## src/mlr_pkg.sv

```systemverilog
// ----------------------------------------------------------------------------
// mlr_pkg: shared types and constants of the midpoint line rasterizer
// Holds the coordinate widths, the segment descriptor passed from the front
// end to the stepper, and the stepper state type.
// ----------------------------------------------------------------------------
`default_nettype none

package mlr_pkg;

   // Width of one grid coordinate.
   localparam int COORD_BITS = 6;

   // The decision value stays within +/- 2 * (2^COORD_BITS - 1), which needs
   // two more bits than a coordinate, including the sign.
   localparam int DEC_BITS = COORD_BITS + 2;

   // Descriptor queue between the front end and the stepper.
   localparam int QUEUE_DEPTH     = 2;
   localparam int QUEUE_PTR_BITS  = (QUEUE_DEPTH > 1) ? $clog2(QUEUE_DEPTH) : 1;
   localparam int QUEUE_CNT_BITS  = $clog2(QUEUE_DEPTH + 1);

   typedef logic [COORD_BITS-1:0]      coord_type;
   typedef logic signed [DEC_BITS-1:0] dec_type;

   // One classified segment, ready for the stepper.
   typedef struct packed {
      coord_type start_x;
      coord_type start_y;
      coord_type major_len;  // number of steps along the major axis
      logic      y_major;    // y is the major axis
      logic      x_neg;      // x moves toward smaller values
      logic      y_neg;      // y moves toward smaller values
      dec_type   dec_init;   // 2*minor - major
      dec_type   inc_keep;   // 2*minor
      dec_type   inc_step;   // 2*(minor - major)
   } seg_desc_type;

   typedef enum logic {
      BACK_IDLE,
      BACK_RUN
   } back_state_type;

endpackage : mlr_pkg

`default_nettype wire

```

## src/mlr_front.sv

```systemverilog
// ----------------------------------------------------------------------------
// mlr_front: segment classifier
// Takes one segment, finds the deltas, step directions and major axis, and
// builds the descriptor with the initial decision value and its increments.
// ----------------------------------------------------------------------------
`default_nettype none

module mlr_front (
   input  wire  mlr_pkg::coord_type    start_x,
   input  wire  mlr_pkg::coord_type    start_y,
   input  wire  mlr_pkg::coord_type    end_x,
   input  wire  mlr_pkg::coord_type    end_y,
   output mlr_pkg::seg_desc_type       desc
);
   import mlr_pkg::*;

   logic      x_neg;
   logic      y_neg;
   coord_type dx;
   coord_type dy;
   logic      y_major;
   coord_type major_len;
   coord_type minor_len;
   dec_type   major_x2;
   dec_type   minor_x2;

   // Absolute deltas and step directions.
   always_comb begin
      x_neg = (end_x < start_x);
      y_neg = (end_y < start_y);
      dx    = x_neg ? (start_x - end_x) : (end_x - start_x);
      dy    = y_neg ? (start_y - end_y) : (end_y - start_y);
   end

   // Major axis choice: x wins a tie.
   always_comb begin
      y_major   = (dx < dy);
      major_len = y_major ? dy : dx;
      minor_len = y_major ? dx : dy;
      major_x2  = dec_type'({1'b0, major_len, 1'b0});
      minor_x2  = dec_type'({1'b0, minor_len, 1'b0});
   end

   // Descriptor for the stepper.
   always_comb begin
      desc.start_x   = start_x;
      desc.start_y   = start_y;
      desc.major_len = major_len;
      desc.y_major   = y_major;
      desc.x_neg     = x_neg;
      desc.y_neg     = y_neg;
      desc.dec_init  = minor_x2 - dec_type'({2'b00, major_len});
      desc.inc_keep  = minor_x2;
      desc.inc_step  = minor_x2 - major_x2;
   end

endmodule : mlr_front

`default_nettype wire

```

## src/mlr_queue.sv

```systemverilog
// ----------------------------------------------------------------------------
// mlr_queue: short descriptor queue
// A small flip-flop FIFO that decouples the classifier from the stepper.
// ----------------------------------------------------------------------------
`default_nettype none

module mlr_queue (
   input  wire                          clock,
   input  wire                          reset,
   input  wire                          push,
   input  wire  mlr_pkg::seg_desc_type  push_desc,
   output logic                         full,
   input  wire                          pop,
   output mlr_pkg::seg_desc_type        pop_desc,
   output logic                         empty
);
   import mlr_pkg::*;

   seg_desc_type                entry_ff [QUEUE_DEPTH];
   logic [QUEUE_PTR_BITS-1:0]   wr_ptr_ff;
   logic [QUEUE_PTR_BITS-1:0]   wr_ptr_in;
   logic [QUEUE_PTR_BITS-1:0]   rd_ptr_ff;
   logic [QUEUE_PTR_BITS-1:0]   rd_ptr_in;
   logic [QUEUE_CNT_BITS-1:0]   count_ff;
   logic [QUEUE_CNT_BITS-1:0]   count_in;
   logic                        do_push;
   logic                        do_pop;

   // Status and handshake qualification.
   always_comb begin
      full    = (count_ff == QUEUE_CNT_BITS'(QUEUE_DEPTH));
      empty   = (count_ff == '0);
      do_push = push && !full;
      do_pop  = pop && !empty;
   end

   // Pointer and fill count updates.
   always_comb begin
      wr_ptr_in = wr_ptr_ff;
      rd_ptr_in = rd_ptr_ff;
      count_in  = count_ff;
      if (do_push) begin
         wr_ptr_in = (wr_ptr_ff == QUEUE_PTR_BITS'(QUEUE_DEPTH - 1)) ? '0 : wr_ptr_ff + 1'b1;
      end
      if (do_pop) begin
         rd_ptr_in = (rd_ptr_ff == QUEUE_PTR_BITS'(QUEUE_DEPTH - 1)) ? '0 : rd_ptr_ff + 1'b1;
      end
      if (do_push && !do_pop) begin
         count_in = count_ff + 1'b1;
      end else if (do_pop && !do_push) begin
         count_in = count_ff - 1'b1;
      end
   end

   always_ff @(posedge clock) begin
      if (reset) begin
         wr_ptr_ff <= '0;
         rd_ptr_ff <= '0;
         count_ff  <= '0;
      end else begin
         wr_ptr_ff <= wr_ptr_in;
         rd_ptr_ff <= rd_ptr_in;
         count_ff  <= count_in;
      end
   end

   // Entry storage needs no reset.
   always_ff @(posedge clock) begin
      if (do_push) begin
         entry_ff[wr_ptr_ff] <= push_desc;
      end
   end

   assign pop_desc = entry_ff[rd_ptr_ff];

endmodule : mlr_queue

`default_nettype wire

```

## src/mlr_back.sv

```systemverilog
// ----------------------------------------------------------------------------
// mlr_back: pixel stepper
// Loads one descriptor, then walks the major axis one pixel per cycle, into an
// output register while it is free or drained, stepping the minor axis by the midpoint decision.
// ----------------------------------------------------------------------------
`default_nettype none

module mlr_back (
   input  wire                          clock,
   input  wire                          reset,
   input  wire                          desc_valid,
   input  wire  mlr_pkg::seg_desc_type  desc,
   output logic                         desc_pop,
   output logic                         rsp_empty,
   input  wire                          rsp_pop,
   output mlr_pkg::coord_type           rsp_pixel_x,
   output mlr_pkg::coord_type           rsp_pixel_y,
   output logic                         rsp_last_pixel
);
   import mlr_pkg::*;

   back_state_type state_ff;
   back_state_type state_in;
   coord_type      x_ff;
   coord_type      x_in;
   coord_type      y_ff;
   coord_type      y_in;
   coord_type      remain_ff;
   coord_type      remain_in;
   dec_type        dec_ff;
   dec_type        dec_in;
   dec_type        inc_keep_ff;
   dec_type        inc_keep_in;
   dec_type        inc_step_ff;
   dec_type        inc_step_in;
   logic           y_major_ff;
   logic           y_major_in;
   logic           x_neg_ff;
   logic           x_neg_in;
   logic           y_neg_ff;
   logic           y_neg_in;
   logic           out_valid_ff;
   logic           out_valid_in;
   coord_type      out_x_ff;
   coord_type      out_x_in;
   coord_type      out_y_ff;
   coord_type      out_y_in;
   logic           out_last_ff;
   logic           out_last_in;
   logic           emit;
   logic           minor_step;
   logic           move_x;
   logic           move_y;
   coord_type      x_next;
   coord_type      y_next;

   // A pixel is produced when the output register is free or being drained.
   always_comb begin
      emit       = (state_ff == BACK_RUN) && (!out_valid_ff || rsp_pop);
      minor_step = !(dec_ff[DEC_BITS-1] || (dec_ff == '0));
      move_x     = y_major_ff ? minor_step : 1'b1;
      move_y     = y_major_ff ? 1'b1 : minor_step;
      x_next     = x_neg_ff ? (x_ff - 1'b1) : (x_ff + 1'b1);
      y_next     = y_neg_ff ? (y_ff - 1'b1) : (y_ff + 1'b1);
   end

   // Next state and datapath updates.
   always_comb begin
      state_in     = state_ff;
      x_in         = x_ff;
      y_in         = y_ff;
      remain_in    = remain_ff;
      dec_in       = dec_ff;
      inc_keep_in  = inc_keep_ff;
      inc_step_in  = inc_step_ff;
      y_major_in   = y_major_ff;
      x_neg_in     = x_neg_ff;
      y_neg_in     = y_neg_ff;
      out_valid_in = out_valid_ff && !rsp_pop;
      out_x_in     = out_x_ff;
      out_y_in     = out_y_ff;
      out_last_in  = out_last_ff;
      desc_pop     = 1'b0;
      case (state_ff)
         BACK_IDLE: begin
            if (desc_valid) begin
               desc_pop    = 1'b1;
               x_in        = desc.start_x;
               y_in        = desc.start_y;
               remain_in   = desc.major_len;
               dec_in      = desc.dec_init;
               inc_keep_in = desc.inc_keep;
               inc_step_in = desc.inc_step;
               y_major_in  = desc.y_major;
               x_neg_in    = desc.x_neg;
               y_neg_in    = desc.y_neg;
               state_in    = BACK_RUN;
            end
         end
         BACK_RUN: begin
            if (emit) begin
               out_valid_in = 1'b1;
               out_x_in     = x_ff;
               out_y_in     = y_ff;
               out_last_in  = (remain_ff == '0);
               if (remain_ff == '0) begin
                  state_in = BACK_IDLE;
               end else begin
                  remain_in = remain_ff - 1'b1;
                  dec_in    = dec_ff + (minor_step ? inc_step_ff : inc_keep_ff);
                  if (move_x) begin
                     x_in = x_next;
                  end
                  if (move_y) begin
                     y_in = y_next;
                  end
               end
            end
         end
         default: begin
            state_in = BACK_IDLE;
         end
      endcase
   end

   // Control state.
   always_ff @(posedge clock) begin
      if (reset) begin
         state_ff     <= BACK_IDLE;
         out_valid_ff <= 1'b0;
      end else begin
         state_ff     <= state_in;
         out_valid_ff <= out_valid_in;
      end
   end

   // Datapath registers.
   always_ff @(posedge clock) begin
      x_ff        <= x_in;
      y_ff        <= y_in;
      remain_ff   <= remain_in;
      dec_ff      <= dec_in;
      inc_keep_ff <= inc_keep_in;
      inc_step_ff <= inc_step_in;
      y_major_ff  <= y_major_in;
      x_neg_ff    <= x_neg_in;
      y_neg_ff    <= y_neg_in;
      out_x_ff    <= out_x_in;
      out_y_ff    <= out_y_in;
      out_last_ff <= out_last_in;
   end

   assign rsp_empty      = !out_valid_ff;
   assign rsp_pixel_x    = out_x_ff;
   assign rsp_pixel_y    = out_y_ff;
   assign rsp_last_pixel = out_last_ff;

   // The final pixel of a segment returns the stepper to idle.
   a_last_ends_run: assert property (@(posedge clock) disable iff (reset)
      (emit && (remain_ff == '0)) |=> (state_ff == BACK_IDLE))
      else $error("stepper did not return to idle after the final pixel");

   // Each non-final pixel consumes exactly one major step.
   a_remain_counts: assert property (@(posedge clock) disable iff (reset)
      (emit && (remain_ff != '0)) |=> (remain_ff == $past(remain_ff) - 1'b1))
      else $error("step counter did not decrement on a pixel");

   // A result only appears while a segment is being walked.
   a_emit_from_run: assert property (@(posedge clock) disable iff (reset)
      $rose(out_valid_ff) |-> $past(state_ff == BACK_RUN))
      else $error("result appeared without an active segment");

   // A descriptor is taken only when the stepper is idle.
   a_load_when_idle: assert property (@(posedge clock) disable iff (reset)
      desc_pop |-> ((state_ff == BACK_IDLE) && desc_valid))
      else $error("descriptor taken while the stepper was busy");

endmodule : mlr_back

`default_nettype wire

```

## src/midpoint_line_rasterizer_unit.sv

```systemverilog
// ----------------------------------------------------------------------------
// midpoint_line_rasterizer_unit: midpoint line rasterizer top level
// Turns one segment into the run of grid pixels from its start to its end.
// ----------------------------------------------------------------------------
// Usage:
//   Segments enter through a queue-style port: a transaction happens on a
//   clock edge with req_push high and req_full low. Pixels leave through a
//   queue-style port: while rsp_empty is low the oldest pixel is on the rsp_
//   ports, and a transaction happens on an edge with rsp_pop high.
//   A segment whose larger delta is N yields N + 1 pixels; the last one is
//   the end point and carries rsp_last_pixel. A single point yields one pixel.
//   A segment passes through the descriptor queue entry and the stepper's
//   registers before its first pixel reaches the output register.
//   Throughput: the stepper loads a segment while idle and then walks one
//   pixel per cycle while the output register is free or being drained.
//   The stepper sets this rate; the classifier and a two-entry descriptor
//   queue take further segments meanwhile.
//   Reset empties the descriptor queue and the output register and idles
//   the stepper. When the receiver stalls, the pixel on the rsp_ ports holds
//   and the stepper waits; once the queue fills, req_full rises.
// ----------------------------------------------------------------------------
`default_nettype none

module midpoint_line_rasterizer_unit (
   input  wire                        clock,
   input  wire                        reset,
   input  wire                        req_push,
   output logic                       req_full,
   input  wire  mlr_pkg::coord_type   req_start_x,
   input  wire  mlr_pkg::coord_type   req_start_y,
   input  wire  mlr_pkg::coord_type   req_end_x,
   input  wire  mlr_pkg::coord_type   req_end_y,
   output logic                       rsp_empty,
   input  wire                        rsp_pop,
   output mlr_pkg::coord_type         rsp_pixel_x,
   output mlr_pkg::coord_type         rsp_pixel_y,
   output logic                       rsp_last_pixel
);
   import mlr_pkg::*;

   seg_desc_type front_desc;
   seg_desc_type queue_desc;
   logic         queue_empty;
   logic         queue_pop;

   // Classify the incoming segment.
   mlr_front u_front (
      .start_x (req_start_x),
      .start_y (req_start_y),
      .end_x   (req_end_x),
      .end_y   (req_end_y),
      .desc    (front_desc)
   );

   // Hold classified segments until the stepper is free.
   mlr_queue u_queue (
      .clock     (clock),
      .reset     (reset),
      .push      (req_push),
      .push_desc (front_desc),
      .full      (req_full),
      .pop       (queue_pop),
      .pop_desc  (queue_desc),
      .empty     (queue_empty)
   );

   // Walk each segment into pixels.
   mlr_back u_back (
      .clock          (clock),
      .reset          (reset),
      .desc_valid     (!queue_empty),
      .desc           (queue_desc),
      .desc_pop       (queue_pop),
      .rsp_empty      (rsp_empty),
      .rsp_pop        (rsp_pop),
      .rsp_pixel_x    (rsp_pixel_x),
      .rsp_pixel_y    (rsp_pixel_y),
      .rsp_last_pixel (rsp_last_pixel)
   );

endmodule : midpoint_line_rasterizer_unit

`default_nettype wire
```

## config.mk

```make
export PLATFORM = sky130hd
export DESIGN_NAME = midpoint_line_rasterizer_unit
export DESIGN_NICKNAME = d
export VERILOG_FILES = /design/src/mlr_pkg.sv /design/src/mlr_front.sv /design/src/mlr_queue.sv /design/src/mlr_back.sv /design/src/midpoint_line_rasterizer_unit.sv
export SDC_FILE = /design/constraint.sdc
export NUM_CORES = 1
export LEC_CHECK = 0
export BUFFER_PORTS_ARGS = -buffer_cell sky130_fd_sc_hd__clkbuf_2
export CELL_PAD_IN_SITES_DETAIL_PLACEMENT = 0
export CELL_PAD_IN_SITES_GLOBAL_PLACEMENT = 1
export CORE_MARGIN = 3
export CORE_UTILIZATION = 54
export DETAILED_ROUTE_END_ITERATION = 6
export GPL_TIMING_DRIVEN = 0
export MAX_ROUTING_LAYER = met4
export PLACE_DENSITY = 0.88
export SLEW_MARGIN = 10
export SYNTH_ARGS = -nofsm -noshare
export SYNTH_HDL_FRONTEND = slang
export SYNTH_SLANG_ARGS = --single-unit
export TNS_END_PERCENT = 30
```

## constraint.sdc

```tcl
create_clock -name clock -period 14.3 [get_ports clock]
set_clock_uncertainty 0.05 [all_clocks]
set_input_delay 0.715 -clock clock [delete_from_list [all_inputs] [get_ports clock]]
set_output_delay 0.715 -clock clock [all_outputs]
set_load 0.02 [all_outputs]
```

==> results_dict.tcl, run 1 <==
set metrics [dict create \
    die_area_um2 15620 \
    yosysMostFrequentCell "edfxtp_1" \
    routed_wl_um 14790 \
    syn_avg_cell_area_um2 12.57 \
    crit_arrival_ps 6090 \
    cp_cell_sequence "clkbuf_2 -> ha_1 -> inv_1 -> fa_1 -> a211oi_1 -> or3b_2 -> nand2_1 -> mux2i_1 -> a31oi_1 -> xor2_1 -> inv_1 -> ha_1 -> o21a_1 -> nor2_1 -> a21oi_1 -> inv_1 -> buf_4 -> o21ai_0 -> ha_1 -> a21o_1 -> a21oi_1 -> o21ai_0 -> xor2_1" \
    cts.sinks 144 \
    crit_fanout 11 \
    numCtsBuffers 17 \
    ant_nets 0 \
    dieWidth_um 125.0 \
    p_clk_share_pct 19.0 \
    ioPinCount 43 \
    min_period_ps 5994 \
    die_y_um 125.0 \
    finalHoldViolations 0 \
    drt_iter0_markers 293 \
    cts.clk_slew.worst_paths_ps 60 \
    htree_levels 4 \
    post-route-period-util_pct 41.92 \
    grt_pass1_wl_um 24070 \
    syn_to_final_growth_pct 13.68 \
    n_antenna_cell 0 \
    grt_start_max_net_pins 23 \
    min_path_type "reg -> reg" \
    post_cts_buffers 0 \
    yosysTopAreaCellShare_pct 53.82 \
    clock_latency_ps 420 \
    grt_usage_pct 19.98 \
    synthFlopType "edfxtp_1" \
    antenna_found_initial 0 \
    ys_seq_area_share_pct 55.66 \
    slowest_stage "or3b_2" \
    async_flop_share_pct 0 \
    worst_path_dominant_cell_family "compound AO/OA/AOI/OAI gates" \
    hold_buffers 0 \
    synthCells 608 \
    max_stage_delay_ps 510 \
    power_switching_uw 793.2 \
    grt-ovfl-total 0 \
    wl_per_cell_um 17.20 \
    worstPathRequired_ps 14390 \
    grt_pass1_vias 4925 \
    core_area_um2 13560 \
    synth_common_cells "137 x edfxtp_1, 68 x inv_1, 51 x ha_1" \
    rows 42 \
    synth_top_area_cell "edfxtp_1" \
    power.leakage_nw 3.532 \
    initial_core_util_pct 56.38 \
    dr.pass1.iters 5 \
    io_buffers 42 \
    globalplace.congestion 0.8893 \
    synth-seq-cells 144 \
    regToRegSetupSlack_ps 10670 \
    p_int_mw 1.341 \
    final_util_pct 64.09 \
    nFillCells 1001 \
    final_layout_size_suffix_gt1_share_pct 17.84 \
    dp_hpwl_um 11190 \
    drv_cap 0 \
    irDropWorstVdd_uv 112.3 \
    synth_edf_count 137 \
    yosys-top-cells-area "edfxtp_1 54%, ha_1 8.3%, mux2i_1 3.7%" \
    syn_nets 695 \
    worstMarginPinSlew_ps 1031 \
    switching_share_pct 37.16 \
    status "completed" \
    yosysWarnings 0 \
    max_freq_mhz 166.8 \
    path_class "in -> reg" \
    yosysUniqueCellTypes 58 \
    pwr-share-comb_pct 43.5 \
    drc 0 \
    path_buf_inv 5 \
    seqPwrFrac_pct 37.5 \
    maxSlewHeadroom_pct 31.02 \
    cts_resized 0 \
    syn-cell-area_um2 7644 \
    end_kind "register" \
    nNetsFinal 758 \
    cts-root-buf "clkbuf_16" \
    viasPerCell 5.495 \
    maxSlewViolCount 0 \
    clock_path_buffers 2 \
    powerDensity_nw_per_um2 245.6 \
    vias 4726 \
    rsz0062_at_grt "no" \
    setup-violations-final 0 \
    cts_tree "built" \
    fin_setup_tns_ps 0 \
    cp-start-kind "input pin" \
]
[metal layers]
layer	up-vias	global-route usage [%]	share of wire, %
met5	-	-	0
met3	24	3.795	3.1
met1	2275	24.54	44
li1	2321	-	-
met2	106	33.63	51
met4	0	6.441	1.6
[power groups by stage]
stage                     logic [mW]  registers (mW)  clock network [mW]
after global routing            1.03           0.814               0.430
after floorplan                0.679           0.801                   0
after detailed placement       0.917           0.807                   0
final                          0.929           0.800               0.405
after CTS                      0.934           0.800               0.410
after global placement         0.872           0.799                   0
[worst paths after layout]
path	start	to	cells after the start
setup reg to reg	u_back.dec_ff[2]	u_back.dec_ff[7]	12
setup / recovery	req_start_x[0]	u_queue.entry_ff[0][19]	23
hold reg to reg	u_back.x_ff[3]	u_back.rsp_pixel_x[3]	0
hold / removal	u_back.x_ff[3]	u_back.rsp_pixel_x[3]	0
[kinds of logic (layout without fill, tap and decap cells)]
family	Yosys count	in the layout	share of synthesized area, %
buf+inv	86	162	4.681
compound gates	131	131	11.46
mux	54	54	7.579
flops	144	144	55.66
fa+ha+maj	59	59	10.44
xor+xnor	37	37	4.240
simple gates	97	97	5.942
[metrics by stage]
step	total power, mW	hold slack (ps)	cells	worst slack (ps)	instance area, um2
3_5_place_dp	1.724	395.2	828	7974	8142
6_report	2.134	407.4	860	8306	8690
2_1_floorplan	1.480	380.7	608	8974	7644
4_1_cts	2.144	410.0	860	8349	8690
3_3_place_gp	1.670	393.8	826	8092	8074
5_1_grt	2.278	427.5	860	7868	8690
[placed cells by master, fill, tap and decap left out, types with 3 or more instances in the layout]
cell       count
clkbuf_16     17
clkbuf_2      43
o31a_1         3
nor2b_1        6
inv_6          8
edfxtp_1     137
mux2i_1       28
o21bai_1       5
a22oi_1        3
nor3_1         4
a21oi_1       37
o21a_1         3
o21ai_0       34
nand2_1       33
xnor2_1       20
xor2_1        17
dfxtp_1        7
a211oi_1       8
and2_1         3
mux2_2        24
nor2_1        28
or3_1          3
buf_1          5
a21o_1        19
nand2b_1       6
inv_1         68
ha_1          51
fa_1           8
clkbuf_1       7
[sequential cells by signal, indices dropped and copies added (netlist names), named ones only]
register	flops
u_back.x_neg_ff	1
u_back.rsp_pixel_x	6
u_back.rsp_pixel_y	6
u_back.y_ff	6
u_back.remain_ff	6
u_queue.rd_ptr_ff	1
u_back.inc_step_ff	7
u_back.x_ff	6
u_back.y_major_ff	1
u_queue.count_ff	2
u_back.dec_ff	8
u_back.out_valid_ff	1
u_queue.entry_ff	82
u_back.inc_keep_ff	6
u_back.state_ff	1
u_queue.wr_ptr_ff	1
u_back.rsp_last_pixel	1
u_back.y_neg_ff	1
[area by class of cell]
type / instances / area, um2 / area share (%)
Multi-Input combinational cell: 378 / 3044 / 35.03
Timing Repair Buffer: 44 / 265.3 / 3.053
Inverter: 68 / 255.2 / 2.937
Sequential cell: 144 / 4254 / 48.96
Tap cell: 176 / 220.2 / 2.534
Clock buffer: 17 / 425.4 / 4.896
Clock inverter: 15 / 122.6 / 1.411
Buffer: 18 / 102.6 / 1.181
(Power assumes the default switching activity.)
==> run 2: changes to the inputs <==
Settings changed: CORE_UTILIZATION 54 to 46, PLACE_DENSITY 0.88 to 0.8.
Clock period 14.3 ns to 5.3 ns, I/O delays scaled along.
==> run 2 against run 1 <==
Worst setup slack lost 7900 ps. Count of clock-buffer cells in the layout grew 1. Cell count grew 5.0%. Clock power grew to 2.8 times the previous value. First-iteration DRC count grew 18%. Utilization shrank 9.0 points. Combinational power grew to 2.7 times the previous value. Critical path depth grew 2. Sequential share of layout area shrank 0.89 points. Final area grew 1.9%. Critical path type unchanged. Sequential cell count is the same.
==> results_dict.tcl, run 2 (synthesized netlist as in run 1, its figures left out) <==
set metrics [dict create \
    status "completed" \
    grt_start_max_net_pins 22 \
    grt_pass1_wl_um 24580 \
    end_kind "register" \
    ioPinCount 43 \
    worstMarginPinSlew_ps 1055 \
    crit_fanout 11 \
    crit_top_cell "inv_1" \
    cp-start-kind "input pin" \
    layout_common_cells "137 x edfxtp_1, 68 x inv_1, 49 x ha_1" \
    maxSlewHeadroom_pct 29.66 \
    drc 0 \
    die_y_um 134.9 \
    dp_cells 868 \
    cts.sinks 144 \
    fin_setup_tns_ps 0 \
    antenna_found_initial 0 \
    rsz0062_at_grt "no" \
    rows 46 \
    min_path_type "in -> reg" \
    worstPathRequired_ps 5480 \
    seqPwrFrac_pct 37.1 \
    cts.clk_slew.worst_paths_ps 60 \
    dp_hpwl_um 11310 \
    power.leakage_nw 3.569 \
    cts-root-buf "clkbuf_16" \
    cts_tree "built" \
    slowest_stage "or3b_2" \
    final_cells 903 \
    clock_latency_ps 410 \
    syn_to_final_growth_pct 15.80 \
    numCtsBuffers 17 \
    viasPerCell 5.152 \
    routed_wl_um 14750 \
    power_mw 5.806 \
    drt_iter0_markers 345 \
    max_freq_mhz 202.9 \
    power_switching_mw 2.087 \
    pwr-share-comb_pct 43.5 \
    switching_share_pct 35.95 \
    grt-ovfl-total 0 \
    globalplace.congestion 0.8988 \
    irDropWorstVdd_uv 255.3 \
    dieWidth_um 134.9 \
    maxSlewViolCount 0 \
    path_class "in -> reg" \
    io_buffers 42 \
    htree_levels 4 \
    setup-violations-final 0 \
    biggestRegsByFlops "u_queue.entry_ff (82), u_back.dec_ff (8), u_back.inc_step_ff (7)" \
    grt_pass1_vias 4832 \
    ant_nets 0 \
    setup_ws_ps 371.4 \
    drv_cap 0 \
    layout_commonest_cell "edfxtp_1" \
    core_area_um2 16060 \
    vias 4652 \
    crit_arrival_ps 5110 \
    wl_per_cell_um 16.34 \
    die_area_um2 18200 \
    nNetsFinal 761 \
    final_layout_size_suffix_gt1_share_pct 19.94 \
    hold_buffers 0 \
    post-route-period-util_pct 92.99 \
    largest_reg_flops 82 \
    p_int_mw 3.719 \
    initial_core_util_pct 47.60 \
    dp_slack_ps -660.0 \
    n_antenna_cell 0 \
    top_register "u_queue.entry_ff" \
    min_period_ps 4929 \
    p_clk_share_pct 19.5 \
    grt_usage_pct 17.76 \
    powerDensity_nw_per_um2 656.0 \
    clock_path_buffers 2 \
    dr.pass1.iters 4 \
    max_stage_delay_ps 510 \
    nFillCells 1334 \
    finalHoldViolations 0 \
]
[run 2: cell types whose count changed in the layout (fill, tap and decap cells not counted), sizes merged]
cell    delta
clkbuf     +1
inv        -6
clkinv     +3
bufinv     +2
buf        +3
[run 2: power groups by stage]
stage / Combinational [mW] / Clock (mW) / Sequential [mW]
2_1_floorplan: 1.83 / 0 / 2.16
3_3_place_gp: 2.37 / 0 / 2.16
3_5_place_dp: 2.47 / 0 / 2.18
4_1_cts: 2.50 / 1.15 / 2.15
5_1_grt: 2.84 / 1.20 / 2.20
6_report: 2.52 / 1.13 / 2.15
[run 2: worst max-delay path: cells and delay by family]
family / cells / cell delay, ps
AND/OR/NAND/NOR: 4 / 820
AO/OA/AOI/OAI: 9 / 1310
XOR/XNOR: 2 / 500
buffers and inverters: 5 / 640
multiplexers: 1 / 290
adder cells (fa/ha/maj): 4 / 1270
[run 2: final timing paths]
| kind | slack, ps | end | cells after the start | from |
|---|---|---|---|---|
| worst min register to register | 410 | u_back.rsp_pixel_x[4] | 0 | u_back.x_ff[4] |
| worst max register to register | 1540 | u_back.dec_ff[7] | 12 | u_back.dec_ff[2] |
| worst min-delay path | 10 | u_queue.entry_ff[1][42] | 1 | req_start_x[5] |
| worst max-delay path | 370 | u_queue.entry_ff[1][20] | 25 | req_start_x[0] |
[run 2: timing repair]
item	CTS	global route
setup buffers	2	1
gates resized for setup	2	14
endpoints found under the setup margin	6	10
pin swaps	2	1
[run 2: metrics by stage]
stage / util, % / hold WS, ps / instance area [um2]
after floorplan: - / 284.1 / 7644
after global placement: 50.59 / 391.3 / 8124
after detailed placement: 51.01 / 390.2 / 8192
after CTS: 54.69 / 3.479 / 8782
after global routing: 55.12 / 10.30 / 8851
final: 55.12 / 14.47 / 8851
[run 2: cell type report]
class | instances | area, um2 | area share, %
Tap cell | 216 | 270.3 | 3.053
Buffer | 18 | 102.6 | 1.159
Multi-Input combinational cell | 378 | 3113 | 35.17
Clock buffer | 18 | 429.2 | 4.849
Timing Repair Buffer | 47 | 287.8 | 3.251
Inverter | 68 | 255.2 | 2.884
Clock inverter | 14 | 138.9 | 1.569
Sequential cell | 144 | 4254 | 48.06
[run 2: per-layer routing]
| metal | track usage (%) | wire length [um] |
|---|---|---|
| met1 | 22.07 | 6485 |
| met2 | 29.99 | 7555 |
| met3 | 2.869 | 464 |
| met4 | 5.600 | 245 |
| met5 | - | 0 |
==> run 3: changes to the inputs <==
Settings changed: PLACE_DENSITY 0.8 to 0.84, REMOVE_ABC_BUFFERS set to 1.
==> run 3 against run 2 <==
Hold slack improved by 24 ps. Clock power barely moved. Register-to-register slack improved by 290 ps. Sequential share of layout area about the same. Total power is 1.1% higher. Wire length fell by 1.6%. Highest routed layer unchanged.
==> results_dict.tcl, run 3 (synthesized netlist as in run 1, its figures left out) <==
set metrics [dict create \
    status "completed" \
    dr.pass1.iters 4 \
    end_kind "register" \
    layout_common_cells "137 x edfxtp_1, 67 x inv_1, 50 x ha_1" \
    die_y_um 134.9 \
    crit_fanout 8 \
    final_cells 894 \
    grt_pass1_vias 4769 \
    clock_path_buffers 2 \
    htree_levels 4 \
    wl_per_cell_um 16.24 \
    globalplace.congestion 0.8934 \
    viasPerCell 5.276 \
    die_area_um2 18200 \
    p_int_mw 3.764 \
    pwr-share-comb_pct 43.2 \
    drv_cap 0 \
    crit_arrival_ps 5100 \
    biggestRegsByFlops "u_queue.entry_ff (82), u_back.dec_ff (8), u_back.inc_step_ff (7)" \
    finalHoldViolations 0 \
    setup-violations-final 0 \
    cts.sinks 144 \
    dieWidth_um 134.9 \
    n_antenna_cell 0 \
    grt_usage_pct 17.04 \
    powerDensity_nw_per_um2 662.8 \
    ioPinCount 43 \
    irDropWorstVdd_uv 263.7 \
    io_buffers 42 \
    cts-root-buf "clkbuf_16" \
    grt_pass1_wl_um 23630 \
    layout_commonest_cell "edfxtp_1" \
    largest_reg_flops 82 \
    top_register "u_queue.entry_ff" \
    switching_share_pct 35.89 \
    clock_latency_ps 410 \
    final_layout_size_suffix_gt1_share_pct 20.35 \
    nNetsFinal 752 \
    syn_to_final_growth_pct 15.88 \
    dp_slack_ps -1468 \
    cp-start-kind "input pin" \
    dp_cells 853 \
    maxSlewHeadroom_pct 32.04 \
    maxSlewViolCount 0 \
    drc 0 \
    stdcell_area_um2 8857 \
    place_area_um2 8128 \
    post-route-period-util_pct 94.43 \
    min_period_ps 5005 \
    antenna_found_initial 0 \
    ant_nets 0 \
    power.leakage_nw 3.565 \
    worstPathRequired_ps 5390 \
    cts.clk_slew.worst_paths_ps 60 \
    cts_tree "built" \
    initial_core_util_pct 47.60 \
    min_path_type "in -> reg" \
    core_area_um2 16060 \
    rsz0062_at_grt "no" \
    grt_start_max_net_pins 54 \
    numCtsBuffers 17 \
    worstMarginPinSlew_ps 1016 \
    max_freq_mhz 199.8 \
    grt-ovfl-total 0 \
    power_switching_mw 2.107 \
    path_class "in -> reg" \
    drt_iter0_markers 302 \
    routed_wl_um 14520 \
    rows 46 \
    fin_setup_tns_ps 0 \
    dp_hpwl_um 10350 \
    vias 4717 \
    setup_ws_ps 295.4 \
    p_clk_share_pct 19.7 \
    seqPwrFrac_pct 37.1 \
]
==> run 3: what timing repair did <==
item	CTS	global route
resized for setup	7	7
endpoints found under the setup margin	22	12
buffers inserted	6	2
endpoints found under the hold margin	2	0
hold buffers	1	0
pin swaps	0	2
==> run 3: power groups by stage <==
stage	sequential, mW	combinational [mW]	clock, mW
floorplan	2.24	1.72	0
global placement	2.28	2.17	0
detailed placement	2.20	2.39	0
CTS	2.18	2.51	1.17
global route	2.22	2.82	1.22
finish	2.18	2.54	1.16
==> run 3: area by class of cell <==
type | instances | area, um2
multi-input cells | 378 | 3113
well taps | 216 | 270.3
inverters | 68 | 259.0
fillers | 1290 | 7201
clock inverters | 14 | 157.7
clock buffers | 18 | 429.2
flip-flops and latches | 144 | 4257
repair buffers | 56 | 371.6
==> run 3: critical path, stage by stage <==
cell and delay, ps:
clkbuf_2 170, ha_1 180, inv_1 50, fa_1 380, a21o_2 240, a311o_2 390
a32oi_2 260, nand2_1 90, a221oi_1 310, o221ai_2 240, ha_4 350, o21a_1 120
nor2_1 60, a21oi_4 170, clkinvlp_4 230, mux2_2 370, fa_1 410, a21o_1 170
a21oi_1 230, o21bai_1 100, a21oi_1 190, xor2_1 110
==> run 3: per-layer routing <==
layer / part of all wire (%) / global-route usage (%)
met1: 44 / 21.06
met2: 51 / 28.49
met3: 3.9 / 3.130
met4: 1.2 / 5.600
met5: 0 / -
==> run 3: final timing paths <==
| path | cells after the start | from | slack, ps | end |
|---|---|---|---|---|
| setup / recovery | 22 | req_start_y[0] | 300 | u_queue.entry_ff[0][20] |
| hold / removal | 1 | req_start_x[4] | 40 | u_queue.entry_ff[1][41] |
| setup reg to reg | 12 | u_back.dec_ff[2] | 1830 | u_back.dec_ff[7] |
| hold reg to reg | 0 | u_back.x_ff[3] | 420 | u_back.rsp_pixel_x[3] |
==> run 3: per-stage QoR <==
| step | hold WS [ps] | utilization, % | power, mW |
|---|---|---|---|
| after CTS | 19.38 | 54.77 | 5.864 |
| after detailed placement | 408.6 | 50.62 | 4.594 |
| after floorplan | 284.1 | - | 3.965 |
| after global placement | 394.5 | 49.95 | 4.449 |
| final | 38.16 | 55.16 | 5.871 |
| after global routing | 25.36 | 55.16 | 6.265 |
